`src/rtl/alte_pkg.sv`:
```
// Shared types and constants for the array list table engine.
package alte_pkg;

    localparam int CMD_W      = 3;
    localparam int POS_W      = 8;
    localparam int WORD_W     = 32;
    localparam int STATUS_W   = 2;
    localparam int COUNT_W    = 9;
    localparam int CAP_W      = 9;

    localparam int DEPTH_DEF      = 256;
    localparam int DATA_WIDTH_DEF = 32;

    localparam logic [CAP_W-1:0] CAP_RESET = 9'd256;

    typedef enum logic [CMD_W-1:0] {
        CMD_INSERT = 3'd0,
        CMD_DELETE = 3'd1,
        CMD_SEARCH = 3'd2,
        CMD_READ   = 3'd3,
        CMD_WRITE  = 3'd4
    } cmd_t;

    typedef enum logic [STATUS_W-1:0] {
        ST_OK        = 2'd0,
        ST_RANGE     = 2'd1,
        ST_FULL      = 2'd2,
        ST_NOT_FOUND = 2'd3
    } status_t;

    typedef enum logic {
        ALU_ADD = 1'b0,
        ALU_SUB = 1'b1
    } alu_op_t;

endpackage

```
`src/rtl/alte_alu.sv`:
```
// Shared accumulate and key compare unit.
module alte_alu
    import alte_pkg::*;
#(
    parameter int WIDTH = 32
) (
    input  alu_op_t          op,
    input  logic [WIDTH-1:0] acc,
    input  logic [WIDTH-1:0] operand,
    input  logic [WIDTH-1:0] key,
    output logic [WIDTH-1:0] sum,
    output logic             match
);

    always_comb
    begin
        unique case (op)
            ALU_ADD: sum = acc + operand;
            ALU_SUB: sum = acc - operand;
            default: sum = acc;
        endcase
    end

    assign match = (operand == key);

endmodule

```
`config.mk`:
```
export PLATFORM = sky130hd
export DESIGN_NAME = alte_alu
export DESIGN_NICKNAME = d
export VERILOG_FILES = /design/src/rtl/alte_pkg.sv /design/src/rtl/alte_alu.sv
export SDC_FILE = /design/constraint.sdc
export NUM_CORES = 1
export LEC_CHECK = 0
export BUFFER_PORTS_ARGS = -buffer_cell sky130_fd_sc_hd__buf_4
export CAP_MARGIN = 20
export CORE_MARGIN = 2
export CORE_UTILIZATION = 54
export DETAILED_ROUTE_END_ITERATION = 16
export PLACE_DENSITY = 0.95
export SLEW_MARGIN = 40
export SYNTH_ARGS = -nofsm -noshare
export SYNTH_HDL_FRONTEND = slang
export SYNTH_SLANG_ARGS = --single-unit
export TNS_END_PERCENT = 30
```
`constraint.sdc`:
```
create_clock -name vclk -period 5.5
set_clock_uncertainty 0.2 [all_clocks]
set_input_delay 0.55 -clock vclk [all_inputs]
set_output_delay 0.55 -clock vclk [all_outputs]
set_load 0.05 [all_outputs]
```
* Word level (Yosys, flattened, before mapping)
Index checks and enable logic that the tools add are counted.
** Cells by class
- $add $sub $neg :: 2
- Multiply operators :: 0
- Div/mod/pow operators :: 0
- $lt $le $gt $ge :: 0
- Eq/ne operators :: 1
- Shifts and indexed selects :: 0
- Multiplexer cells :: 1
- Bitwise logic cells :: 1
- Reductions and logical operators :: 0
** Operators by type and width (number)
- case mux 32 bit (2 select lines) :: 1
- adder 32 bit :: 1
- equality test 32 bit :: 1
- subtractor 32 bit :: 1
- NOT 1 bit :: 1
** Word-level totals
- Bits in registers :: 0
- Bits in latches :: 0
- Bits in writable memories :: 0
- Bits in read-only memories :: 0
- Output and inout bits :: 33
- Logic and storage cells :: 5
- Memories kept :: 0

* Longest topological paths before layout
- Depth in word-level cells :: 2
- Gate-level depth with buffers :: 16

* Worst setup path after synthesis
OpenSTA, ideal clock, no wires.
- Kind :: in2out
- Start point :: input operand[2]
- End point :: output sum[26]
- Arrival :: 3.972 ns
- Required time :: 4.750 ns
- Slack :: 0.778 ns
- Stages :: 15
- Path buffers :: 2
- Cells stage by stage :: clkbuf_1 -> nor3_1 -> nand3b_1 -> nor2_1 -> a21oi_1 -> xnor2_1 -> ha_1 -> buf_4 -> and3_1 -> nand2_1 -> or4_1 -> nand3_2 -> a41o_1 -> a31oi_1 -> xnor2_1
** Between the ends
- Word-level cells in the longest chain between the ends :: 2
- Elaborated cells on any way between the ends :: 3
- Those cells by class :: add/sub: 2; mux: 1
** Ends and longest elaborated chain
- start: declaration :: RTL line alte_alu.sv:9 : input logic [WIDTH-1:0] operand,
- subtractor 32 bit or adder 32 bit (tied branches) :: RTL line alte_alu.sv:19, alte_alu.sv:18
- case mux 32 bit (2 select lines) (*) :: RTL line alte_alu.sv:17 : unique case (op)
- end: declaration :: RTL line alte_alu.sv:11 : output logic [WIDTH-1:0] sum,
Mark *: on every way between the ends. The rest lies on a longest branch, timed or not.

* Final worst setup path
- Start point :: input operand[7]
- End point :: output sum[24]
Same word-level chain as after synthesis.

==> impl_metrics.json <==
{
  "fin_util_pct": 75.5,
  "cts.hold.buffers_added": 0,
  "rsz0062_at_grt": "no",
  "worstHoldStart": "operand[0]",
  "whs_path_depth": 4,
  "ff_latch_area_um2": 0,
  "portBuffers": 130,
  "grt_max_degree": 32,
  "n_clock_buffer": 0,
  "min_period_ns": 5.01,
  "synthCells": 410,
  "worstMarginPinSlew_ns": 0.631,
  "cts.repair.resized": 0,
  "die_x_um": 76.2,
  "drv_slew": 0,
  "pwr-share-comb_pct": 100.0,
  "hold_violations": 0,
  "critical_path_required_ns": 4.75,
  "cp_max_fo": 8,
  "place_hpwl_um": 8420,
  "p_sw_uw": 579,
  "grt_pass1_wl_um": 16000,
  "gp_congestion": 0.948,
  "mostFrequentLayoutCells": "buf_4 (130), a21oi_1 (48), xnor2_1 (45)",
  "placed_area_um2": 3830,
  "p_int_uw": 315,
  "core_um2": 5070,
  "fin_cells": 599,
  "fin_area_um2": 3830,
  "grt.overflow.total": 0,
  "antenna_found_initial": 0,
  "cp-end-kind": "primary output",
  "hp-class": "in2out",
  "critPathKind": "in2out",
  "wirelength_um": 9860,
  "vias_per_cell": 6.12,
  "nets": 661,
  "die_h_um": 76.2,
  "synth_area_um2": 2810,
  "yosysTopAreaCell": "ha_1",
  "power_frac_seq_pct": 0,
  "diodes": 0,
  "p_clk_share_pct": 0,
  "dr.pass1.iters": 5,
  "syn_nets": 540,
  "initial_core_util_pct": 55.4,
  "setup_viol": 0,
  "whs_endpoint": "sum[0]",
  "drive_above_1_share_pct": 26.5,
  "pin_count": 130,
  "dp.cells": 599,
  "syn_area_per_cell_um2": 6.86,
  "ys_types": 55,
  "dieArea_um2": 5800,
  "fp-row-count": 26,
  "post-route-period-util_pct": 91.2,
  "nFlopsAndLatches": 0,
  "wl_per_cell_um": 16.5,
  "pwr_density_cell_nw_per_um2": 233,
  "post_cts_buffers": 0,
  "leakagePower_nw": 1.78,
  "synth_top_area_share_pct": 14.2,
  "final_antenna_net_count": 0,
  "drtIter0Drc": 261,
  "syn2layout_area_growth_pct": 36.2,
  "drc": 0,
  "tns_ns": 0,
  "critical_path_arrival_ns": 4.26,
  "synth.area.top_cells": "ha_1 (14%), xnor2_1 (14%), xor2_1 (14%)",
  "relSlewSlack_pct": 57.3,
  "max_freq_mhz": 199,
  "vias": 3667,
  "yosysWarningCount": 0,
  "grt.total_usage_pct": 32.4,
  "final_common_cell": "buf_4",
  "status": "complete, no violations",
  "max_cap_violations": 0,
  "yosysSeqAreaShare_pct": 0,
  "start_kind": "input port",
  "max-vdd-ir-drop_mv": 0.235,
  "p_sw_share_pct": 64.8,
  "grt_pass1_vias": 3579
}
==> per-layer routing <==
layer	routed length (um)	GRT usage, %
met5	0	0
met1	3820	37.2
met4	384	12.9
met2	4880	61.0
met3	778	3.44
==> critical path, cell delays in order <==
cell,delay (ns)
buf_4,0.13
nor3_1,0.36
nand2_1,0.09
nor2_1,0.34
a21oi_1,0.15
xnor2_1,0.15
ha_1,0.42
and3_1,0.28
nand2_1,0.08
or4_1,0.55
nand3_2,0.13
a41o_1,0.35
mux2i_1,0.32
o2111ai_1,0.15
buf_4,0.21
==> cell usage after synthesis (all sizes together) (4+ instances only) <==
master,number
buf,4
nand2b,10
nor3,13
ha,32
nor4,13
a21oi,49
nand2,22
nor2b,4
a21o,8
clkbuf,7
nor2,41
o21ai,25
nand3,7
xor2,44
or3,4
o21a,4
a31oi,10
inv,21
xnor2,46
==> cell type report <==
type / instances / area (um^2)
inverters: 22 / 82.6
fillers: 417 / 1240
well taps: 70 / 87.6
repair buffers: 130 / 976
multi-input cells: 377 / 2690
==> power by group through the flow <==
stage	Combinational, mW	Sequential (mW)	Clock, mW
2_1_floorplan	0.616	0	0
3_3_place_gp	0.864	0	0
3_5_place_dp	0.882	0	0
4_1_cts	0.884	0	0
5_1_grt	0.944	0	0
6_report	0.893	0	0
==> cell families after synthesis <==
logic type	count (synthesis)	share of synthesized area (%)
buffers and inverters	33	4.54
xor gates and xnor gates	90	28.3
muxes	3	1.07
adders and majority gates	33	14.9
and+or+nand+nor	125	23.0
AOI/OAI and AO/OA	126	28.1
==> through the flow <==
| step | setup WS (ns) | hold slack, ns | total power, mW |
|---|---|---|---|
| finish | 0.485 | 1.35 | 0.893 |
| global route | 0.288 | 1.36 | 0.944 |
| CTS | 0.633 | 1.35 | 0.884 |
| detailed placement | 0.638 | 1.35 | 0.882 |
| global placement | 0.802 | 1.34 | 0.864 |
| floorplan | 0.778 | 1.18 | 0.616 |
==> how the worst max path moves through the flow <==
stage | startpoint | endpoint | slack, ns | depth (start not counted)
final | operand[7] | sum[24] | 0.49 | 15
after global routing | operand[3] | sum[31] | 0.29 | 15
after CTS | operand[3] | sum[24] | 0.63 | 15
after detailed placement | operand[3] | sum[24] | 0.64 | 15
after global placement | operand[3] | sum[24] | 0.80 | 15
after floorplan | operand[2] | sum[26] | 0.78 | 15
Note: power is estimated with default switching activity, not from simulation.
